==> src/rtl/core/bag_pkg.sv <==
// battery gauge package: status codes, operation codes and the fixed
// breakpoint constants of the level table
// no dependencies
package bag_pkg;

    typedef enum logic [1:0] {
        ST_ERROR    = 2'd0,
        ST_SAMPLING = 2'd1,
        ST_VALID    = 2'd2
    } t_status;

    localparam logic OP_SAMPLE = 1'b0;
    localparam logic OP_CLEAR  = 1'b1;

    localparam int ADC_MAX = 4095;
    localparam int SAMPLE_W = 12;

    // breakpoints 1970..2430 in steps of 92, levels 0..100 in steps of 20
    localparam logic [11:0] BP_FIRST   = 12'd1970;
    localparam logic [11:0] BP_LAST    = 12'd2430;
    localparam logic [6:0]  BP_STEP    = 7'd92;
    localparam logic [7:0]  LEVEL_STEP = 8'd20;
    localparam logic [7:0]  LEVEL_MAX  = 8'd100;

    // floor(d * 20 / 92) for d below 92 as (d * 3565) >> 14
    localparam logic [11:0] FRAC_MUL   = 12'd3565;
    localparam int          FRAC_SHIFT = 14;

endpackage

==> src/rtl/core/bag_if.sv <==
// valid/ready channels of the battery gauge: sample items in, status items out
// depends on bag_pkg
interface bag_in_if;
    logic              valid;
    logic              ready;
    logic              op;
    logic signed [13:0] adc_code;
    logic              charging;

    modport source (output valid, op, adc_code, charging, input ready);
    modport sink   (input valid, op, adc_code, charging, output ready);
endinterface

interface bag_out_if;
    logic               valid;
    logic               ready;
    bag_pkg::t_status   status;
    logic               is_charging;
    logic signed [12:0] last_raw;
    logic signed [12:0] average;
    logic signed [7:0]  percent;
    logic [1:0]         filled;

    modport source (output valid, status, is_charging, last_raw, average, percent, filled,
                    input ready);
    modport sink   (input valid, status, is_charging, last_raw, average, percent, filled,
                    output ready);
endinterface

==> src/rtl/core/bag_div.sv <==
// restoring divider for the window mean, one quotient bit per cycle
// no dependencies
module bag_div #(
    parameter int DW = 14
) (
    input  logic          i_clk,
    input  logic          i_rst_n,
    input  logic          i_start,
    input  logic [DW-1:0] i_dividend,
    input  logic [DW-1:0] i_divisor,
    output logic          o_done,
    output logic [DW-1:0] o_quot
);

    localparam int CW = $clog2(DW + 1);

    logic [DW-1:0] r_q;
    logic [DW-1:0] r_rem;
    logic [DW-1:0] r_div;
    logic [CW-1:0] r_cnt;
    logic          r_done;

    logic [DW:0]   w_shift;
    logic          w_fits;
    logic [DW:0]   w_diff;

    assign w_shift = {r_rem, r_q[DW-1]};
    assign w_fits  = w_shift >= {1'b0, r_div};
    assign w_diff  = w_shift - {1'b0, r_div};

    always_ff @(posedge i_clk) begin
        if (!i_rst_n) begin
            r_cnt  <= '0;
            r_done <= 1'b0;
        end else begin
            r_done <= !i_start && (r_cnt == CW'(1));
            if (i_start) begin
                r_q   <= i_dividend;
                r_rem <= '0;
                r_div <= i_divisor;
                r_cnt <= CW'(DW);
            end else if (r_cnt != '0) begin
                r_rem  <= w_fits ? w_diff[DW-1:0] : w_shift[DW-1:0];
                r_q    <= {r_q[DW-2:0], w_fits};
                r_cnt  <= r_cnt - 1'b1;
            end
        end
    end

    assign o_done = r_done;
    assign o_quot = r_q;

endmodule

==> src/rtl/core/battery_adc_average_gauge.sv <==
// battery gauge top level: sample window, sequencer and result register
// depends on bag_pkg, bag_if and bag_div
//
// Each item either records an ADC sample (with the charger level) or clears the
// window. A sample outside 0..4095 sets the sticky error and changes nothing
// else; a clear or a rejected sample passes straight to the done state.
// A good sample is written to a ring of WINDOW entries, the filled entries are
// summed from the window memory through a read state and an add state per
// entry, and one restoring divider of W bits (W = sum width, 14 at WINDOW = 3)
// forms the mean. The table segment is then found by repeated subtraction of
// the breakpoint step, and the interpolation step by a constant reciprocal
// multiply. When the mean is at or beyond an end breakpoint, the segment search
// and the multiply are skipped. The input is not ready while an item is at
// work; a finished result sits in the output register and the next item may be
// taken while it waits.
module battery_adc_average_gauge #(
    parameter int WINDOW = 3,
    parameter int NEEDED = 3
) (
    input  logic      i_clk,
    input  logic      i_rst_n,
    bag_in_if.sink    i_in,
    bag_out_if.source o_out
);

    localparam int PW = (WINDOW > 1) ? $clog2(WINDOW) : 1;
    localparam int FW = $clog2(WINDOW + 1);
    localparam int DW = $clog2(WINDOW * bag_pkg::ADC_MAX + 1);
    localparam int SW = bag_pkg::SAMPLE_W;

    typedef enum logic [3:0] {
        S_IDLE,
        S_RD,
        S_ADD,
        S_AVG_GO,
        S_AVG_WAIT,
        S_CMP,
        S_SEG,
        S_FRAC,
        S_DONE
    } t_state;

    t_state r_state;

    // sample window
    logic [SW-1:0] r_win [WINDOW];
    logic [SW-1:0] r_rd;
    logic [PW-1:0] r_idx;

    // held values
    logic [PW-1:0]      r_wpos;
    logic [FW-1:0]      r_fill;
    logic signed [12:0] r_raw;
    logic signed [12:0] r_avg;
    logic signed [7:0]  r_level;
    logic               r_err;
    logic               r_chg;

    logic [DW-1:0] r_sum;
    logic [2:0]    r_seg;
    logic [8:0]    r_d;

    // result register
    logic               r_out_valid;
    bag_pkg::t_status   r_o_status;
    logic               r_o_chg;
    logic signed [12:0] r_o_raw;
    logic signed [12:0] r_o_avg;
    logic signed [7:0]  r_o_level;
    logic [1:0]         r_o_filled;

    logic          w_accept;
    logic          w_in_range;
    logic          w_wr;
    logic          w_load;
    logic [SW-1:0] w_avg12;
    logic          w_lvl_low;
    logic          w_lvl_high;
    logic          w_seg_fits;
    logic [18:0]   w_frac_prod;
    logic [4:0]    w_frac;
    logic          w_div_start;
    logic [DW-1:0] w_div_num;
    logic [DW-1:0] w_div_den;
    logic          w_div_done;
    logic [DW-1:0] w_div_quot;

    assign w_accept   = i_in.valid && i_in.ready;
    assign w_in_range = (i_in.adc_code >= 0) && (i_in.adc_code <= bag_pkg::ADC_MAX);
    assign w_wr       = w_accept && (i_in.op == bag_pkg::OP_SAMPLE) && w_in_range;
    assign w_load     = (r_state == S_DONE) && (!r_out_valid || o_out.ready);

    assign w_avg12    = r_avg[SW-1:0];
    assign w_lvl_low  = w_avg12 <= bag_pkg::BP_FIRST;
    assign w_lvl_high = w_avg12 >= bag_pkg::BP_LAST;

    // segment by repeated subtraction, interpolation step by reciprocal multiply
    assign w_seg_fits  = r_d >= 9'(bag_pkg::BP_STEP);
    assign w_frac_prod = 19'(r_d) * 19'(bag_pkg::FRAC_MUL);
    assign w_frac      = 5'(w_frac_prod >> bag_pkg::FRAC_SHIFT);

    // divider forms the mean of the filled entries
    assign w_div_start = (r_state == S_AVG_GO);
    assign w_div_num   = r_sum;
    assign w_div_den   = DW'(r_fill);

    bag_div #(
        .DW (DW)
    ) u_div (
        .i_clk      (i_clk),
        .i_rst_n    (i_rst_n),
        .i_start    (w_div_start),
        .i_dividend (w_div_num),
        .i_divisor  (w_div_den),
        .o_done     (w_div_done),
        .o_quot     (w_div_quot)
    );

    // window memory
    always_ff @(posedge i_clk) begin
        if (w_wr) begin
            r_win[r_wpos] <= i_in.adc_code[SW-1:0];
        end
        r_rd <= r_win[r_idx];
    end

    always_ff @(posedge i_clk) begin
        if (!i_rst_n) begin
            r_state     <= S_IDLE;
            r_wpos      <= '0;
            r_fill      <= '0;
            r_raw       <= -13'sd1;
            r_avg       <= -13'sd1;
            r_level     <= -8'sd1;
            r_err       <= 1'b0;
            r_chg       <= 1'b0;
            r_idx       <= '0;
            r_out_valid <= 1'b0;
        end else begin
            if (w_load) begin
                r_out_valid <= 1'b1;
            end else if (o_out.ready) begin
                r_out_valid <= 1'b0;
            end
            case (r_state)
                S_IDLE: begin
                    if (w_accept) begin
                        if (i_in.op == bag_pkg::OP_CLEAR) begin
                            r_fill  <= '0;
                            r_wpos  <= '0;
                            r_raw   <= -13'sd1;
                            r_avg   <= -13'sd1;
                            r_level <= -8'sd1;
                            r_err   <= 1'b0;
                            r_state <= S_DONE;
                        end else if (!w_in_range) begin
                            r_err   <= 1'b1;
                            r_state <= S_DONE;
                        end else begin
                            r_raw  <= 13'(i_in.adc_code);
                            r_chg  <= i_in.charging;
                            r_err  <= 1'b0;
                            r_wpos <= (r_wpos == PW'(WINDOW - 1)) ? '0 : r_wpos + 1'b1;
                            if (32'(r_fill) < WINDOW) begin
                                r_fill <= r_fill + 1'b1;
                            end
                            r_idx   <= '0;
                            r_sum   <= '0;
                            r_state <= S_RD;
                        end
                    end
                end
                S_RD: begin
                    r_state <= S_ADD;
                end
                S_ADD: begin
                    r_sum <= r_sum + DW'(r_rd);
                    if (32'(r_idx) + 1 == 32'(r_fill)) begin
                        r_state <= S_AVG_GO;
                    end else begin
                        r_idx   <= r_idx + 1'b1;
                        r_state <= S_RD;
                    end
                end
                S_AVG_GO: begin
                    r_state <= S_AVG_WAIT;
                end
                S_AVG_WAIT: begin
                    if (w_div_done) begin
                        r_avg   <= $signed({1'b0, w_div_quot[SW-1:0]});
                        r_state <= S_CMP;
                    end
                end
                S_CMP: begin
                    if (w_lvl_low) begin
                        r_level <= '0;
                        r_state <= S_DONE;
                    end else if (w_lvl_high) begin
                        r_level <= $signed(bag_pkg::LEVEL_MAX);
                        r_state <= S_DONE;
                    end else begin
                        r_d     <= 9'(w_avg12 - bag_pkg::BP_FIRST);
                        r_seg   <= '0;
                        r_state <= S_SEG;
                    end
                end
                S_SEG: begin
                    if (w_seg_fits) begin
                        r_d   <= r_d - 9'(bag_pkg::BP_STEP);
                        r_seg <= r_seg + 1'b1;
                    end else begin
                        r_state <= S_FRAC;
                    end
                end
                S_FRAC: begin
                    r_level <= $signed(8'(r_seg) * bag_pkg::LEVEL_STEP + 8'(w_frac));
                    r_state <= S_DONE;
                end
                S_DONE: begin
                    if (w_load) begin
                        if (r_err) begin
                            r_o_status <= bag_pkg::ST_ERROR;
                        end else if (32'(r_fill) < NEEDED) begin
                            r_o_status <= bag_pkg::ST_SAMPLING;
                        end else begin
                            r_o_status <= bag_pkg::ST_VALID;
                        end
                        r_o_chg    <= r_chg;
                        r_o_raw    <= r_raw;
                        r_o_avg    <= r_avg;
                        r_o_level  <= r_level;
                        r_o_filled <= 2'(r_fill);
                        r_state    <= S_IDLE;
                    end
                end
                default: begin
                    r_state <= S_IDLE;
                end
            endcase
        end
    end

    assign i_in.ready        = (r_state == S_IDLE);
    assign o_out.valid       = r_out_valid;
    assign o_out.status      = r_o_status;
    assign o_out.is_charging = r_o_chg;
    assign o_out.last_raw    = r_o_raw;
    assign o_out.average     = r_o_avg;
    assign o_out.percent     = r_o_level;
    assign o_out.filled      = r_o_filled;

`ifndef SYNTHESIS
    a_fill_bound: assert property (@(posedge i_clk) disable iff (!i_rst_n)
        32'(r_fill) <= WINDOW && 32'(r_wpos) < WINDOW)
        else $error("window count or write position out of range");

    a_empty_holds: assert property (@(posedge i_clk) disable iff (!i_rst_n)
        r_fill == '0 |-> r_raw == -13'sd1 && r_avg == -13'sd1 && r_level == -8'sd1)
        else $error("empty window with held values");

    a_busy_after_accept: assert property (@(posedge i_clk) disable iff (!i_rst_n)
        w_accept |=> r_state != S_IDLE && !i_in.ready)
        else $error("item accepted without taking the sequencer");

    a_div_done_waited: assert property (@(posedge i_clk) disable iff (!i_rst_n)
        w_div_done |-> r_state == S_AVG_WAIT)
        else $error("divider finished outside its wait state");

    a_level_range: assert property (@(posedge i_clk) disable iff (!i_rst_n)
        r_state == S_DONE && !r_err && r_fill != '0 |->
            r_level >= 0 && r_level <= 8'sd100)
        else $error("level outside 0..100 with samples present");
`endif

endmodule

==> src/flat_wrapper.sv <==
// flat-port wrapper written by rule: the top's interface ports become plain ports
module battery_adc_average_gauge_flat 
#(
    parameter int WINDOW = 3,
    parameter int NEEDED = 3
)
  (i_clk, i_rst_n, i_in_valid, i_in_op, i_in_adc_code, i_in_charging, i_in_ready, o_out_valid, o_out_status, o_out_is_charging, o_out_last_raw, o_out_average, o_out_percent, o_out_filled, o_out_ready);
  bag_in_if i_in_i ();
  bag_out_if o_out_i ();
  input  logic i_clk;
  input  logic i_rst_n;
  input wire logic [$bits(i_in_i.valid)-1:0] i_in_valid;
  input wire logic [$bits(i_in_i.op)-1:0] i_in_op;
  input wire logic [$bits(i_in_i.adc_code)-1:0] i_in_adc_code;
  input wire logic [$bits(i_in_i.charging)-1:0] i_in_charging;
  output wire logic [$bits(i_in_i.ready)-1:0] i_in_ready;
  output wire logic [$bits(o_out_i.valid)-1:0] o_out_valid;
  output wire logic [$bits(o_out_i.status)-1:0] o_out_status;
  output wire logic [$bits(o_out_i.is_charging)-1:0] o_out_is_charging;
  output wire logic [$bits(o_out_i.last_raw)-1:0] o_out_last_raw;
  output wire logic [$bits(o_out_i.average)-1:0] o_out_average;
  output wire logic [$bits(o_out_i.percent)-1:0] o_out_percent;
  output wire logic [$bits(o_out_i.filled)-1:0] o_out_filled;
  input wire logic [$bits(o_out_i.ready)-1:0] o_out_ready;
  assign i_in_i.valid = i_in_valid;
  assign i_in_i.op = i_in_op;
  assign i_in_i.adc_code = i_in_adc_code;
  assign i_in_i.charging = i_in_charging;
  assign i_in_ready = i_in_i.ready;
  assign o_out_valid = o_out_i.valid;
  assign o_out_status = o_out_i.status;
  assign o_out_is_charging = o_out_i.is_charging;
  assign o_out_last_raw = o_out_i.last_raw;
  assign o_out_average = o_out_i.average;
  assign o_out_percent = o_out_i.percent;
  assign o_out_filled = o_out_i.filled;
  assign o_out_i.ready = o_out_ready;
  battery_adc_average_gauge #(.WINDOW(WINDOW), .NEEDED(NEEDED)) u_core (.i_clk(i_clk), .i_rst_n(i_rst_n), .i_in(i_in_i), .o_out(o_out_i));
endmodule
==> config.mk <==
export PLATFORM = sky130hd
export DESIGN_NAME = battery_adc_average_gauge_flat
export DESIGN_NICKNAME = d
export VERILOG_FILES = /design/src/rtl/core/bag_pkg.sv /design/src/rtl/core/bag_if.sv /design/src/rtl/core/bag_div.sv /design/src/rtl/core/battery_adc_average_gauge.sv /design/src/flat_wrapper.sv
export SDC_FILE = /design/constraint.sdc
export NUM_CORES = 1
export LEC_CHECK = 0
export ABC_AREA = 1
export BUFFER_PORTS_ARGS = -buffer_cell sky130_fd_sc_hd__buf_2
export CAP_MARGIN = 20
export CORE_UTILIZATION = 62
export DETAILED_ROUTE_END_ITERATION = 6
export PLACE_DENSITY = 0.85
export SLEW_MARGIN = 5
export SYNTH_ARGS = -nofsm -noshare
export SYNTH_HDL_FRONTEND = slang
export SYNTH_SLANG_ARGS = --single-unit
==> constraint.sdc <==
create_clock -name i_clk -period 7.4 [get_ports i_clk]
set_clock_uncertainty 0.1 [all_clocks]
set_input_delay 0.74 -clock i_clk [delete_from_list [all_inputs] [get_ports i_clk]]
set_output_delay 0.74 -clock i_clk [all_outputs]
set_load 0.01 [all_outputs]
==> metrics.yaml <==
routed_wl_mm: 22.4
yosysTopAreaCell: "edfxtp_1"
grt_max_degree: 43
slew_headroom: 0.376
synth_cell_types: 55
drv_slew: 0
synth.cell_area_um2: 10800
placementRows: 47
synth.area.top_cells: "edfxtp_1, dfxtp_1, ha_1, fa_1, nand2_1"
cts_resized: 0
grt_usage: 0.262
layoutNonFillerInstCount: 1411
p_sw_uw: 656
yosys_register_bits: 195
clock_path_buffers: 2
yosysSeqAreaShare: 0.484
worstSkewPairLatency_ns: 0.43
whs_path_depth: 0
via_per_inst: 5.64
die_w_um: 134
end_kind: "flop"
yosys_warnings: 0
hold_viol_final: 0
pwr-share-comb: 0.119
clock-root-buffer: "clkbuf_16"
grt_pass1_vias: 7668
cp.arrival_ns: 5.81
cts_tree: "built"
min_path_type: "reg2reg"
portBuffers: 60
dr.pass1.iters: 7
dpl.cell_count: 1378
synth_nets: 1244
whs_ns: 0.335
postRouteAntennaNets: 0
cts_sinks: 195
maxCapViolations: 0
internal-power_mw: 1.90
dieHeight_um: 134
synth_ff_type: "edfxtp_1"
max_freq_ghz: 0.178
clock_power_share: 0.385
core_um2: 16800
outcome: "complete, no violations"
layout-drive-gt1-share: 0.129
synth-edff-count: 131
synth_top_area_share: 0.365
fin_area_um2: 11900
finalSetupTns_ns: 0
yosysMostFrequentCell: "nand2_1"
fin_crit_ns: 5.62
rsz0062_at_grt: "false"
grt-ovfl-total: 0
fin_crit_sh: 0.759
grt_pass1_wl_mm: 36.8
power_mw: 2.56
start_util: 0.643
gp_congestion: 0.883
cp.required_ns: 7.59
grt_antenna_before_repair: 0
vias: 7955
syn_inst: 1114
postPlaceCellArea_um2: 11300
critPathMaxFanout: 10
start_kind: "flop"
final_nets: 1308
finalSetupViolations: 0
sw_frac_of_total: 0.257
r2r_cells: 24
dieArea_um2: 17900
wl_per_cell_um: 15.9
worst_pin_slew_ns: 0.932
synth_common_cells: "nand2_1, inv_1, edfxtp_1"
post-cts-setup-buffers: 0
route.detailed.drc: 0
p_leak_nw: 5.23
io_pins: 61
place_hpwl_mm: 16.7
synthArstFlopShare: 0
avgSynthCellArea_um2: 9.67
path_class: "reg2reg"
peakVddDrop_v: 0.000191
cts_max_level: 4
powerDensity_nw_per_um2: 214
area_growth_pct: 10.8
cts_buffers: 17
postCtsHoldBufs: 0
path_clk_slew_ns: 0.07
seqPwrFrac: 0.495
drt_iter0_markers: 700
num_antenna_cells: 0
[routing by layer]
metal / up-vias / track usage / part of all wire
met5: - / 0 / 0
met4: 0 / 0.0631 / 0.012
met3: 30 / 0.0506 / 0.057
met1: 3820 / 0.334 / 0.42
li1: 3830 / - / -
met2: 275 / 0.459 / 0.51
[stage by stage]
stage | util | setup WS, ns
floorplan | - | 2.23
global placement | 0.673 | 2.00
detailed placement | 0.674 | 1.81
CTS | 0.712 | 1.76
global route | 0.712 | 1.44
finish | 0.712 | 1.78
[power groups by stage]
| stage | Sequential [mW] | Combinational (mW) | Clock [mW] |
|---|---|---|---|
| 4_1_cts | 1.27 | 0.303 | 0.994 |
| 6_report | 1.27 | 0.305 | 0.985 |
| 2_1_floorplan | 1.28 | 0.225 | 0 |
| 5_1_grt | 1.27 | 0.340 | 1.03 |
| 3_5_place_dp | 1.29 | 0.298 | 0 |
| 3_3_place_gp | 1.29 | 0.282 | 0 |
[critical path, stage by stage, from the launching register on]
cell      delay [ns]
edfxtp_1        0.57
fa_1            0.71
fa_1            0.47
fa_1            0.58
inv_1           0.07
fa_1            0.52
inv_1           0.04
ha_1            0.34
nand2_1         0.09
nor2_1          0.14
and2_1          0.14
nand2_1         0.06
nand3_1         0.09
nand3_1         0.08
nand2_1         0.08
xnor2_1         0.11
inv_1           0.09
fa_1            0.44
a21oi_1         0.15
nor2_1          0.07
or2_2           0.27
nand3_1         0.07
nand3_1         0.07
nand2_1         0.07
nand3_1         0.06
[sequential cells by signal, summed over array words and instances, names as in the netlist, 3 cells and up]
signal,flops
u_core.o_out.average,13
u_core.o_out.last_raw,13
u_core.o_out.percent,8
u_core.r_avg,13
u_core.r_d,9
u_core.r_level,8
u_core.r_raw,13
u_core.r_rd,12
u_core.r_seg,3
u_core.r_state,4
u_core.r_sum,14
u_core.r_win,36
u_core.u_div.o_quot,14
u_core.u_div.r_cnt,4
u_core.u_div.r_rem,14
[cell type report]
| cell class | instances | area [um2] |
|---|---|---|
| flip-flops and latches | 195 | 5220 |
| fillers | 1197 | 4820 |
| multi-input cells | 730 | 4820 |
| inverters | 167 | 633 |
| clock buffers | 20 | 437 |
| repair buffers | 67 | 365 |
| well taps | 220 | 275 |
| clock inverters | 12 | 191 |
[cell families (layout without fill, tap and decap cells)]
logic type	Yosys count	count (layout)	share of synthesized area
buffers and inverters	189	266	0.0703
muxes	1	1	0.000929
DFF	195	195	0.484
adders and majority gates	110	110	0.156
xor gates and xnor gates	22	22	0.0179
AOI/OAI and AO/OA	180	180	0.0992
and+or+nand+nor	417	417	0.172
[path summary, 6_finish.rpt]
check,endpoint,slack [ns],from
setup / recovery,u_core.r_level[6]$_SDFFE_PN1P_,1.78,u_core.r_d[6]$_DFFE_PP_
hold / removal,u_core.o_out.percent[0]$_DFFE_PP_,0.33,u_core.r_level[0]$_SDFFE_PN1P_
setup reg to reg,u_core.r_level[6]$_SDFFE_PN1P_,1.78,u_core.r_d[6]$_DFFE_PP_
hold reg to reg,u_core.o_out.percent[0]$_DFFE_PP_,0.33,u_core.r_level[0]$_SDFFE_PN1P_
[cell usage in the layout (no fill, tap or decap), types with 12 or more instances in the layout]
cell,count
clkbuf_16,17
a21oi_1,83
o21ai_1,17
inv_1,152
ha_1,70
edfxtp_1,131
fa_1,40
nand3_1,58
dfxtp_1,64
nand2_1,206
o21ai_0,41
inv_2,12
buf_2,60
nor2_1,99
Note: power is estimated with default switching activity, not from simulation.
